==> config.mk <==
export PLATFORM = sky130hd
export DESIGN_NAME = lms_ram
export DESIGN_NICKNAME = d
export VERILOG_FILES = /design/src/rtl/lms_ram.sv
export SDC_FILE = /design/constraint.sdc
export NUM_CORES = 1
export LEC_CHECK = 0
export BUFFER_PORTS_ARGS = -buffer_cell sky130_fd_sc_hd__buf_2
export CAP_MARGIN = 10
export CORE_MARGIN = 1.5
export CORE_UTILIZATION = 44
export CTS_CLUSTER_SIZE = 30
export DETAILED_ROUTE_END_ITERATION = 10
export PLACE_DENSITY = 0.71
export SETUP_SLACK_MARGIN = 0.02
export SLEW_MARGIN = 15
export SYNTH_ARGS = -nofsm -noshare
export SYNTH_HDL_FRONTEND = slang
export SYNTH_SLANG_ARGS = --single-unit
==> constraint.sdc <==
create_clock -name clk_i -period 0.9 [get_ports clk_i]
set_input_delay 0.18 -clock clk_i [delete_from_list [all_inputs] [get_ports clk_i]]
set_output_delay 0.18 -clock clk_i [all_outputs]
set_load 0.01 [all_outputs]
==> src/rtl/lms_ram.sv <==
// ----------------------------------------------------------------------------
// lms_ram
// generic single write port, single read port ram with registered read
// ----------------------------------------------------------------------------
module lms_ram #(
  parameter int unsigned WIDTH = 8,
  parameter int unsigned DEPTH = 2,
  localparam int unsigned AW   = (DEPTH > 1) ? $clog2(DEPTH) : 1
) (
  input  logic             clk_i,
  input  logic             we_i,
  input  logic [AW-1:0]    waddr_i,
  input  logic [WIDTH-1:0] wdata_i,
  input  logic [AW-1:0]    raddr_i,
  output logic [WIDTH-1:0] rdata_o
);

  logic [WIDTH-1:0] mem_q [DEPTH];

  always_ff @(posedge clk_i) begin
    if (we_i) begin
      mem_q[waddr_i] <= wdata_i;
    end
    rdata_o <= mem_q[raddr_i];
  end

endmodule

======== Yosys cells after proc, flatten, opt, wreduce, memory -nomap -nowiden ========
Memory sizes are Yosys's and may differ from the RTL's. A register that Yosys moved wholly into a read port is not among the register bits.
Index checks and enable logic that the tools add are counted.
storage, ports and cells
  input port bits ......................... 12
  memories kept ........................... 1
  bits in registers ....................... 0
  bits in writable memories ............... 16
  logic and storage cells ................. 3
  output and inout bits ................... 8
operators by class
  mux-type cells .......................... 2
memory list
  name   words  width  rd ports  clocked after memory_dff  wr ports  line  text
  mem_q  2      8      1         1                         1         18    logic [WIDTH-1:0] mem_q [DEPTH];
operators by type and width
  operator          number
  2-to-1 mux 1 bit  2

======== Logic depth before layout (Yosys ltp) ========
  depth after elaboration ................. 2
  depth in mapped cells ................... 2
  depth with buffers taken out ............ 1

======== Worst setup path after synthesis ========
No wires, ideal clock.
  kind .................................... input -> register
  from .................................... input we_i
  to ...................................... memory mem_q[0][0] (enable)
  arrival time ............................ 0.600 ns
  data required time ...................... 0.527 ns
  cell stages on the path ................. 1
  path buffers ............................ 0
  slack ................................... -0.073 ns
  setup time .............................. 0.373 ns
  path through ............................ nor2b_1
on the way
  word-level cells in the longest chain between the ends .. 2
RTL lines
  item                                    line  text
  from (decl)                             11    input logic we_i,
  2-to-1 mux 1 bit                        21    if (we_i) begin
  2-to-1 mux 1 bit (implied by the code)  22    mem_q[waddr_i] <= wdata_i;
  to (decl)                               18
Every way passes these cells.

======== Worst setup path after layout ========
  from .................................... register rdata_o[3] (read register of mem_q)
  to ...................................... output rdata_o[3]
RTL lines
  item         line  text
  from (decl)  15    output logic [WIDTH-1:0] rdata_o
No word-level cell between the ends.

==> qor.txt <==
Clk buf depth: 2
Die Y: 45.23 um
Post-DP HPWL: 693 um
Post-synthesis instance total: 35
Die outline area: 0.002045 mm^2
Final #Nets: 74
Max-slew violations: 0
Setup CP Type: flop to output pin
Worst endpoint required time: 0.72 ns
Worst R2R End: rdata_o[3]
Post-Route Utilization: 57.66%
Finished Cell Area: 984.7 um^2
Synth Net Count: 47
Crit. End Element: output pin
Port Buf Inserts: 19
Total CTS buffers: 3
Cts repair resizes: 0
Worst path slowest cell: dfxtp_1
Crit-path max FO: 1
Crit-path cells: buf_2
Final hold violations: 0
Hold Path Stages: 1
Storage element area: 640.6 um^2
Worst slew pin tran: 0.2462 ns
Critical path's top delay family: flip-flops
Share of cells above drive strength 1: 59.02%
Fill count: 140
Fin crit share: 102.3%
Synth-to-layout area growth: 25.52%
CTS tree: yes
Routed len/inst: 10.72 um
Min-delay src: wdata_i[3]
# IOs: 20
Post-DP Area: 932.1 um^2
Worst min-delay path class: input port to flop
Worst Path Arrival: 0.74 ns
DRC: 0
Clk_lat worst skew: 0.30 ns
Netlist cell types: 6
GR Util All Layers: 10.35%
Most frequent cells in the layout: buf_2 (19), edfxtp_1 (16), mux2_4 (8), dfxtp_1 (8), buf_4 (4)
Die W: 45.23 um
Rows: 15
Sequential area share after synthesis: 81.66%
Setup ws final: -0.02050 ns
Worst setup SP type: flop
Syn_area_per_cell: 22.41 um^2
Drt total wl: 922 um
CTS H-tree depth: 1
Max-Cap Viols: 0
Tmin final: 0.9205 ns
Max rail drop VDD: 1.242 mV
Synth Warn #: 0
Total grt overflow: 0
Slowest Stage Delay on Critical Path: 0.31 ns
Clock skew: 0.004316 ns
First-pass GRT wire length: 1400 um
Internal reg-to-reg setup slack: 0.13 ns
Clock-pin transition on the worst setup and hold timing paths: 0.12 ns
Leakage power: 0.4125 nW
Core area: 0.001708 mm^2
Worst flop-to-flop path startpoint: mem_q[1][3]
Seq cells post-synth: 24
Mapped cell area: 784.5 um^2
Fmax: 1086 MHz
Power Density: 2219 mW/mm^2
Stages on worst setup path: 1
Via density: 4.105
Root Driver: clkbuf_4
Vias in the first global route: 346
Worst Hold End: mem_q[0][3]
Footprint of the multi-input gates: 135.1 um^2
Status: finished with violations
CP bufs+invs: 1
DRT iter0 DRCs: 2
FF-to-FF path depth: 1
CTS sink cnt: 24
Setup violation total in the final timing report: 8
Initial Util: 45.93%
Antenna Nets Post-Route: 0
Failing checks: setup timing
Slew HR: 83.58%
Initial antenna violation count: 0
Drt pass-1 iters: 4
Pin count of the biggest net entering global routing: 15
GPL Wtd Cong: 0.6592
Via count: 353
RSZ-0062 raised after global routing: yes
Commonest non-fill, non-tap cell in the layout: buf_2
Diodes inserted: 0
cell type report:
cell class,instances,share of cell area [%]
Multi-Input combinational cell,10,13.72
Timing Repair Buffer,23,12.71
Clock buffer,3,2.287
Tap cell,25,3.177
Clock inverter,1,3.050
Sequential cell,24,65.06
cell families after synthesis:
kind of cell | share of synthesized area, %
and+or+nand+nor | 1.596
buffers and inverters | 1.435
muxes | 15.31
DFF | 81.66
flip-flops by register name (all words and copies together) (netlist names):
register  count
mem_q        16
rdata_o       8
power breakdown:
part | internal, W | switching [W] | total, W
combinational | 0.000100 | 0.0000688 | 0.000169
sequential | 0.00126 | 0.0000203 | 0.00128
clock | 0.000450 | 0.000284 | 0.000734
total | 0.00181 | 0.000373 | 0.00218
synthesized netlist by cell type:
cell / count / area share (%)
and2_1: 1 / 0.80
buf_6: 1 / 1.4
dfxtp_1: 8 / 20
edfxtp_1: 16 / 61
mux2_4: 8 / 15
nor2b_1: 1 / 0.80
metrics by stage:
step	setup TNS, ns	total power [W]	hold WS (ns)	worst slack [ns]	std cells
floorplan	0	0.001399	0.2789	0.09675	35
global placement	0	0.001472	0.3686	0.04753	82
CTS	-0.2802	0.002214	0.04688	-0.03929	86
global route	-0.5373	0.002272	0.03384	-0.07407	86
detailed placement	0	0.001480	0.3739	0.03370	82
finish	-0.1389	0.002185	0.06128	-0.02050	86
worst max-delay path by stage:
stage / startpoint / to / slack, ns
after floorplan: we_i / mem_q[0][0] / 0.1
after global placement: raddr_i / rdata_o[1] / 0.05
after detailed placement: raddr_i / rdata_o[6] / 0.03
after CTS: rdata_o[3] / rdata_o[3] / -0.04
after global routing: rdata_o[0] / rdata_o[0] / -0.07
final: rdata_o[3] / rdata_o[3] / -0.02
metal layers:
layer	routed length (um)	vias up	part of all wire (%)	global-route usage, %
met5	0	-	0	0
met4	0	0	0	7.059
met3	46	0	5.0	3.600
met2	467	13	51	16.29
met1	408	157	44	11.76
li1	-	183	-	-
what timing repair did:
action,CTS,global route
setup endpoints to repair,8,8
buffers inserted,0,0
endpoints found under the hold margin,0,0
hold buffers,0,0
No activity file was read; power rests on OpenSTA's default activity.
