File: src/rtl/lms_pkg.sv
// ----------------------------------------------------------------------------
// lms_pkg
// shared types, constants and helpers of the li chao minimum line store
// ----------------------------------------------------------------------------
package lms_pkg;

  localparam int unsigned DOMAIN_BITS = 10;
  localparam int unsigned LEVELS      = DOMAIN_BITS + 1;
  localparam int unsigned LVL_W       = $clog2(DOMAIN_BITS + 2);
  localparam int unsigned ARG_W       = ((DOMAIN_BITS > 10) ? DOMAIN_BITS : 10) + 2;
  localparam int unsigned VAL_W       = ((33 + DOMAIN_BITS > 48) ? 33 + DOMAIN_BITS : 48) + 1;

  localparam logic [DOMAIN_BITS-1:0] DOMAIN_MAX = {DOMAIN_BITS{1'b1}};
  localparam logic [LVL_W-1:0]       NO_LVL     = LVL_W'(DOMAIN_BITS + 1);
  localparam logic signed [60:0]     EMPTY_VALUE = 61'sd1000000000000000000;

  typedef enum logic [1:0] {
    KIND_LINE  = 2'd0,
    KIND_SEG   = 2'd1,
    KIND_QUERY = 2'd2,
    KIND_NONE  = 2'd3
  } kind_e;

  // one stored node
  typedef struct packed {
    logic               used;
    logic signed [31:0] slope;
    logic signed [47:0] icpt;
  } node_t;

  localparam int unsigned NODE_W = $bits(node_t);

  // work token travelling down the row of level cells
  typedef struct packed {
    logic                     valid;
    logic                     tail;
    logic                     query;
    logic                     armed;
    logic [LVL_W-1:0]         lvl;
    logic [DOMAIN_BITS-1:0]   off;
    logic [DOMAIN_BITS-1:0]   lo;
    logic [DOMAIN_BITS-1:0]   hi;
    logic [DOMAIN_BITS-1:0]   qx;
    logic signed [31:0]       slope;
    logic signed [47:0]       icpt;
    logic signed [VAL_W-1:0]  best;
    logic                     found;
  } tok_t;

  // write port of one level memory
  typedef struct packed {
    logic                   we;
    logic [DOMAIN_BITS-1:0] addr;
    node_t                  data;
  } ram_wr_t;

  // slope * x + intercept at full precision
  function automatic logic signed [VAL_W-1:0] line_at(
    input logic signed [31:0]     k,
    input logic signed [47:0]     b,
    input logic [DOMAIN_BITS-1:0] x
  );
    logic signed [VAL_W-1:0] xs;
    xs = $signed(VAL_W'(x));
    return VAL_W'(k) * xs + VAL_W'(b);
  endfunction

endpackage

File: src/rtl/lms_cell.sv
// ----------------------------------------------------------------------------
// lms_cell
// one tree level: reads its node, compares lines, writes back, hands on
// ----------------------------------------------------------------------------
module lms_cell
  import lms_pkg::*;
(
  input  logic                   clk_i,
  input  logic                   rst_ni,
  input  logic [LVL_W-1:0]       level_i,
  input  tok_t                   tok_i,
  output tok_t                   tok_o,
  output logic [DOMAIN_BITS-1:0] raddr_o,
  input  node_t                  rdata_i,
  output ram_wr_t                wr_o
);

  tok_t                    tok1_q, tok1_d;
  tok_t                    tok2_q, tok3_d;
  node_t                   node2_q;
  logic [DOMAIN_BITS-1:0]  mid1, mid2_q, xa;
  logic signed [VAL_W-1:0] new_a_q, old_a_q, new_m_q, old_m_q;
  logic                    win_lo, win_mid;
  logic [DOMAIN_BITS:0]    sum1;

  // stage 1: arm at the start level, issue the node read
  always_comb begin
    tok1_d = tok_i;
    if (tok_i.lvl == level_i) begin
      tok1_d.armed = 1'b1;
    end
  end

  assign raddr_o = tok_i.off;

  // stage 2: evaluate both lines at the low end (or query x) and the midpoint
  assign sum1 = {1'b0, tok1_q.lo} + {1'b0, tok1_q.hi};
  assign mid1 = sum1[DOMAIN_BITS:1];
  assign xa   = tok1_q.query ? tok1_q.qx : tok1_q.lo;

  always_ff @(posedge clk_i or negedge rst_ni) begin
    if (!rst_ni) begin
      tok1_q <= '0;
      tok2_q <= '0;
      tok_o  <= '0;
    end else begin
      tok1_q <= tok1_d;
      tok2_q <= tok1_q;
      tok_o  <= tok3_d;
    end
  end

  always_ff @(posedge clk_i) begin
    node2_q <= rdata_i;
    mid2_q  <= mid1;
    new_a_q <= line_at(tok1_q.slope, tok1_q.icpt, xa);
    old_a_q <= line_at(rdata_i.slope, rdata_i.icpt, xa);
    new_m_q <= line_at(tok1_q.slope, tok1_q.icpt, mid1);
    old_m_q <= line_at(rdata_i.slope, rdata_i.icpt, mid1);
  end

  // stage 3: decide, write back, step to the child
  assign win_lo  = new_a_q < old_a_q;
  assign win_mid = new_m_q < old_m_q;

  always_comb begin
    tok3_d       = tok2_q;
    wr_o.we      = 1'b0;
    wr_o.addr    = tok2_q.off;
    wr_o.data    = '{used: 1'b1, slope: tok2_q.slope, icpt: tok2_q.icpt};
    if (tok2_q.valid && tok2_q.armed) begin
      if (tok2_q.query) begin
        if (node2_q.used) begin
          if (!tok2_q.found || (old_a_q < tok2_q.best)) begin
            tok3_d.best = old_a_q;
          end
          tok3_d.found = 1'b1;
        end
        if (tok2_q.lo < tok2_q.hi) begin
          if (tok2_q.qx <= mid2_q) begin
            tok3_d.off = tok2_q.off << 1;
            tok3_d.hi  = mid2_q;
          end else begin
            tok3_d.off = (tok2_q.off << 1) | DOMAIN_BITS'(1);
            tok3_d.lo  = mid2_q + DOMAIN_BITS'(1);
          end
        end else begin
          tok3_d.armed = 1'b0;
        end
      end else if (!node2_q.used) begin
        wr_o.we      = 1'b1;
        tok3_d.armed = 1'b0;
      end else begin
        if (win_mid) begin
          wr_o.we      = 1'b1;
          tok3_d.slope = node2_q.slope;
          tok3_d.icpt  = node2_q.icpt;
        end
        if (tok2_q.lo >= tok2_q.hi) begin
          tok3_d.armed = 1'b0;
        end else if (win_lo != win_mid) begin
          tok3_d.off = tok2_q.off << 1;
          tok3_d.hi  = mid2_q;
        end else begin
          tok3_d.off = (tok2_q.off << 1) | DOMAIN_BITS'(1);
          tok3_d.lo  = mid2_q + DOMAIN_BITS'(1);
        end
      end
    end
  end

endmodule

File: config.mk
export PLATFORM = sky130hd
export DESIGN_NAME = lms_cell
export DESIGN_NICKNAME = d
export VERILOG_FILES = /design/src/rtl/lms_pkg.sv /design/src/rtl/lms_cell.sv
export SDC_FILE = /design/constraint.sdc
export NUM_CORES = 2
export LEC_CHECK = 0
export BUFFER_PORTS_ARGS = -buffer_cell sky130_fd_sc_hd__clkbuf_2
export CAP_MARGIN = 5
export CORE_UTILIZATION = 50
export CTS_CLUSTER_SIZE = 8
export DETAILED_ROUTE_END_ITERATION = 10
export GPL_TIMING_DRIVEN = 0
export PLACE_DENSITY = 0.69
export SYNTH_ARGS = -nofsm -noshare
export SYNTH_HDL_FRONTEND = slang
export SYNTH_SLANG_ARGS = --single-unit
File: constraint.sdc
create_clock -name clk_i -period 9.4 [get_ports clk_i]
set_input_delay 0.47 -clock clk_i [delete_from_list [all_inputs] [get_ports clk_i]]
set_output_delay 0.47 -clock clk_i [all_outputs]
set_load 0.1 [all_outputs]
After elaboration in Yosys (flattened, before gate mapping)
Index checks and enable logic that the tools add are counted.

Bits in registers: 821. Output and inout port bits: 280. Word-level logic and storage cells: 97.

$add $sub $neg: 6. $mul: 4. Order comparisons: 6. Equality and inequality tests: 2. Muxes and demuxes: 29. Reductions and logical operators: 3.

Operators with widths (count): 80-bit 2-to-1 mux (3); 43-bit by 48-bit adder with 49-bit output (4); 32-bit by 11-bit multiplier with 43-bit output (4); 30-bit 2-to-1 mux (5); 49-bit < comparator (3); 130-bit 2-to-1 mux (1); 50-bit 2-to-1 mux (2); 10-bit 2-to-1 mux (5); 49-bit 2-to-1 mux (1); 1-bit 2-to-1 mux (12); 10-bit by 10-bit adder with 11-bit output (1); 10-bit by 1-bit adder with 10-bit output (second input constant) (1); 10-bit greater-or-equal comparator (1); 10-bit <= comparator (1); 10-bit < comparator (1); 4-bit equality test (1); 1-bit logical AND (1); 1-bit zero test (1); 1-bit logical OR (1); 1-bit != test (1).

Longest topological paths before layout
Depth after elaboration: 7. Mapped depth: 34. Mapped depth without buffers: 32.

Worst setup path before layout
Ideal clock, no wire load.

Path type: register to register. Start: register tok1_q[141] (netlist bit). End: register new_m_q[46]. Arrival time: 7.672 ns. Path slack: 1.601 ns. Cell stages (with the launch flop): 33. Path buffers: 2. Cell sequence: dfrtp_1 -> inv_1 -> fa_1 -> nor2b_1 -> o21ai_0 -> a21boi_0 -> o21ai_0 -> a21boi_0 -> o21a_1 -> nor2_1 -> xnor2_1 -> clkbuf_1 -> clkbuf_1 -> nand2_1 -> fa_1 -> inv_1 -> fa_1 -> fa_1 -> fa_1 -> inv_1 -> fa_1 -> inv_1 -> ha_1 -> a21o_1 -> a21o_1 -> a21o_1 -> a2111oi_0 -> a31oi_1 -> a221oi_1 -> o31a_1 -> nand4b_1 -> o21ai_0 -> xor2_1.

Word-level cells in the longest chain between the ends: 3.

Ends and longest elaborated chain: from (decl) (RTL line lms_cell.sv:18) `tok_t tok1_q, tok1_d;`; from (signal assigned) (RTL line lms_cell.sv:47) `tok1_q <= tok1_d;`; 10-bit by 10-bit adder with 11-bit output (RTL line lms_cell.sv:37) `assign sum1 = {1'b0, tok1_q.lo} + {1'b0, tok1_q.hi};`; 32-bit by 11-bit multiplier with 43-bit output (RTL line lms_pkg.sv:65) `return VAL_W'(k) * xs + VAL_W'(b);`; 43-bit by 48-bit adder with 49-bit output (RTL line lms_pkg.sv:65); to (signal assigned) (RTL line lms_cell.sv:58) `new_m_q <= line_at(tok1_q.slope, tok1_q.icpt, mid1);`; to (decl) (RTL line lms_cell.sv:22) `logic signed [VAL_W-1:0] new_a_q, old_a_q, new_m_q, old_m_q;`.

No other way between the ends.

Final worst setup path
Start: register tok1_q[151] (netlist bit). End: register old_m_q[47].

Word-level cells in the longest chain between the ends: 3.

Ends and longest elaborated chain: 10-bit by 10-bit adder with 11-bit output (RTL line lms_cell.sv:37); 32-bit by 11-bit multiplier with 43-bit output (RTL line lms_pkg.sv:65); 43-bit by 48-bit adder with 49-bit output (RTL line lms_pkg.sv:65); to (signal assigned) (RTL line lms_cell.sv:59) `old_m_q <= line_at(rdata_i.slope, rdata_i.icpt, mid1);`; to (decl) (RTL line lms_cell.sv:22).

No other way between the ends.

==> flow_metrics.env <==
export IMPL_status="finished, final reports clean"
export IMPL_grt_pass1_wl_um=366000
export IMPL_place_congestion=0.996
export IMPL_cts_sinks=821
export IMPL_hp_class="primary input to flop"
export IMPL_fillers=13500
export IMPL_ios=545
export IMPL_clock_latency_ns=0.79
export IMPL_syn_area_per_cell_um2=10.1
export IMPL_cts_setup_buffers=0
export IMPL_cts_root_buf="clkbuf_16"
export IMPL_synth_nets=10000
export IMPL_clkTransAtPathRegs_ns=0.05
export IMPL_die_area_um2=160000
export IMPL_drive_gt1_frac=0.107
export IMPL_dieHeight_um=400
export IMPL_setup_slack_ns=0.369
export IMPL_relSlewSlack=0.0626
export IMPL_maxCapViolations=0
export IMPL_crit_fanout=10
export IMPL_wl_per_cell_um=22.5
export IMPL_setup_viol=0
export IMPL_grt_ovfl_total=0
export IMPL_synth_async_reset_ratio=0.650
export IMPL_whs_endpoint="tok1_q[174]$_DFF_PN0_"
export IMPL_rrSetupSlack_ns=0.37
export IMPL_core_um2=157000
export IMPL_cts_tree="done"
export IMPL_drt_total_wl_um=246000
export IMPL_path_delay_family="adder cells"
export IMPL_numPortBuffers=543
export IMPL_clock_skew_ns=0.0546
export IMPL_hold_violations=0
export IMPL_drtAntennaViolNets=0
export IMPL_vias=58000
export IMPL_worstSetupEndpointType="flop"
export IMPL_slew_violations=0
export IMPL_syn_inst=7838
export IMPL_first_pass_iters=6
export IMPL_fmax_mhz=111
export IMPL_worstHoldStart="level_i[1]"
export IMPL_grtUsageTotal=0.316
export IMPL_grt_setup_unrepaired="false"
export IMPL_finalNetCount=11000
export IMPL_drc_errors=0
export IMPL_row_count=145
export IMPL_antenna_found_initial=20
export IMPL_synth_edf_count=0
export IMPL_r2r_start="tok1_q[151]$_DFF_PN0_"
export IMPL_cts_buffer_depth=3
export IMPL_rr_worst_depth=32
export IMPL_start_kind="flop"
export IMPL_syn_area_um2=79100
export IMPL_htreeDepth=3
export IMPL_cts_buffers=115
export IMPL_syn2layout_area_growth_pct=14.9
export IMPL_dp_hpwl_um=197000
export IMPL_hold_depth=3
export IMPL_max_stage_delay_ns=0.56
export IMPL_cp_common_cell="fa_1"
export IMPL_grt_max_degree=114
export IMPL_synth_cell_type_count=70
export IMPL_synthFlopType="dfrtp_1"
export IMPL_initial_core_util=0.505
export IMPL_place_ws_ns=-0.735
export IMPL_die_x_um=400
export IMPL_drtIter0Drc=4656
export IMPL_synth_seq_cells=821
export IMPL_final_min_clock_period_ns=9.03
export IMPL_ys_seq_area_frac=0.242
export IMPL_worst_setup_path_type="flop to flop"
export IMPL_reg2reg_to="old_m_q[47]$_DFF_P_"
export IMPL_worst_slew_pin_slew_ns=1.41
export IMPL_grt_pass1_vias=61000
export IMPL_cp_arrival_ns=9.68
export IMPL_cp_buffers_inverters=6
export IMPL_vias_per_cell=5.30
export IMPL_worstPathRequired_ns=10.05
export IMPL_period_share=0.961
export IMPL_crit_slowest_cell="fa_1"
export IMPL_yosysWarnings=0
cell type report:
cell class | count | area (µm²) | area share
clock inverters | 12 | 253 | 0.00278
repair buffers | 813 | 5610 | 0.0617
plain buffers | 404 | 1940 | 0.0213
flip-flops and latches | 821 | 19100 | 0.210
well taps | 2058 | 2570 | 0.0283
clock buffers | 202 | 3220 | 0.0355
inverters | 1869 | 7020 | 0.0772
multi-input cells | 4740 | 51100 | 0.563
diodes | 9 | 22.5 | 0.000248
cell families (layout without fill, tap and decap cells):
family,count (synthesis),after routing,share of synthesized area
AO/OA/AOI/OAI,700,700,0.0577
other,1,10,0.0000474
AND/OR/NAND/NOR,1724,1724,0.106
XOR/XNOR,205,205,0.0227
buffers and inverters,2277,3300,0.113
adder cells (fa/ha/maj),1943,1943,0.437
multiplexers,167,167,0.0228
flip-flops,821,821,0.242
worst reg2reg max path: cells and delay by family, from the launching register on:
kind,cells,cell delay (ns)
AO/OA/AOI/OAI,12,2.98
AND/OR/NAND/NOR,5,0.63
flip-flops,1,0.37
XOR/XNOR,2,0.47
adder cells (fa/ha/maj),7,3.26
buffers and inverters,6,1.18
metal layers:
layer	track usage	up-vias	wire length, µm
li1	-	25300	-
met1	0.380	29300	90500
met2	0.503	2653	114000
met3	0.0791	701	22700
met4	0.207	10	18800
met5	0	-	64
cells in the final DEF (no fill, tap or decap), types with 155 or more instances in the layout:
cell type      instances
inv_1               1868
nand2_1              858
nor2b_1              155
a21o_1               163
clkbuf_1             360
dlygate4sd3_1        257
fa_1                1361
clkbuf_2             556
a21oi_1              216
dfrtp_1              534
and2_1               394
ha_1                 582
dfxtp_1              287
state kept, by name, summed over array words and instances (netlist names):
name and count:
new_m_q 49, new_a_q 49, node2_q 81, tok_o 178
wr_o 90, old_m_q 49, mid2_q 10, tok2_q 88
tok1_q 178, old_a_q 49
stage by stage:
| step | utilization | hold WS (ns) | std cells | instance area, µm² | TNS, ns |
|---|---|---|---|---|---|
| floorplan | - | 0.174 | 7838 | 79100 | 0 |
| global placement | 0.539 | 0.332 | 10400 | 84400 | -2405.89 |
| detailed placement | 0.541 | 0.335 | 10500 | 84700 | -6.68 |
| CTS | 0.580 | 0.0263 | 10900 | 90800 | 0 |
| global route | 0.580 | 0.0199 | 10900 | 90900 | 0 |
| finish | 0.580 | 0.0770 | 10900 | 90900 | 0 |
synth_stat cells (all sizes together) (10+ instances only):
cell | count | area, µm²
a2111oi | 10 | 113
clkbuf | 299 | 1120
and2 | 394 | 2460
dfrtp | 534 | 13400
nand4 | 52 | 325
buf | 109 | 792
o21ai | 105 | 526
nand3 | 40 | 200
xnor2 | 153 | 1340
nor2 | 98 | 368
mux2i | 60 | 601
ha | 582 | 7280
and4 | 14 | 123
xor2 | 52 | 455
o21a | 39 | 293
mux2 | 107 | 1200
dfxtp | 287 | 5750
nor3 | 29 | 145
and3 | 26 | 163
nand2b | 28 | 175
o31ai | 11 | 87.6
a211oi | 21 | 158
nand2 | 858 | 3220
fa | 1361 | 27200
a21o | 163 | 1220
o21bai | 33 | 248
nor2b | 155 | 970
a21oi | 218 | 1090
a31oi | 22 | 138
inv | 1869 | 7020
a221oi | 11 | 96.3
worst max-delay path by stage:
stage / slack, ns / cells after the start / start / endpoint
after global routing: 0.002 / 32 / tok1_q[141]$_DFF_PN0_ / old_m_q[47]$_DFF_P_
after CTS: 0.09 / 24 / tok1_q[175]$_DFF_PN0_ / old_a_q[48]$_DFF_P_
final: 0.37 / 32 / tok1_q[151]$_DFF_PN0_ / old_m_q[47]$_DFF_P_
after floorplan: 1.60 / 32 / tok1_q[141]$_DFF_PN0_ / new_m_q[46]$_DFF_P_
after detailed placement: -0.74 / 30 / tok1_q[141]$_DFF_PN0_ / new_m_q[46]$_DFF_P_
after global placement: -4.66 / 1 / rst_ni / tok_o[48]$_DFF_PN0_
what timing repair did:
| action | in CTS | in global routing |
|---|---|---|
| cloned | 0 | 0 |
| endpoints found under the setup margin | 24 | 38 |
| endpoints found under the hold margin | 295 | 0 |
| hold buffers | 257 | 0 |
| resized for setup | 13 | 39 |
Power is not shown: default switching activity piles up to over one toggle a cycle in this logic, so the estimate is an artifact.
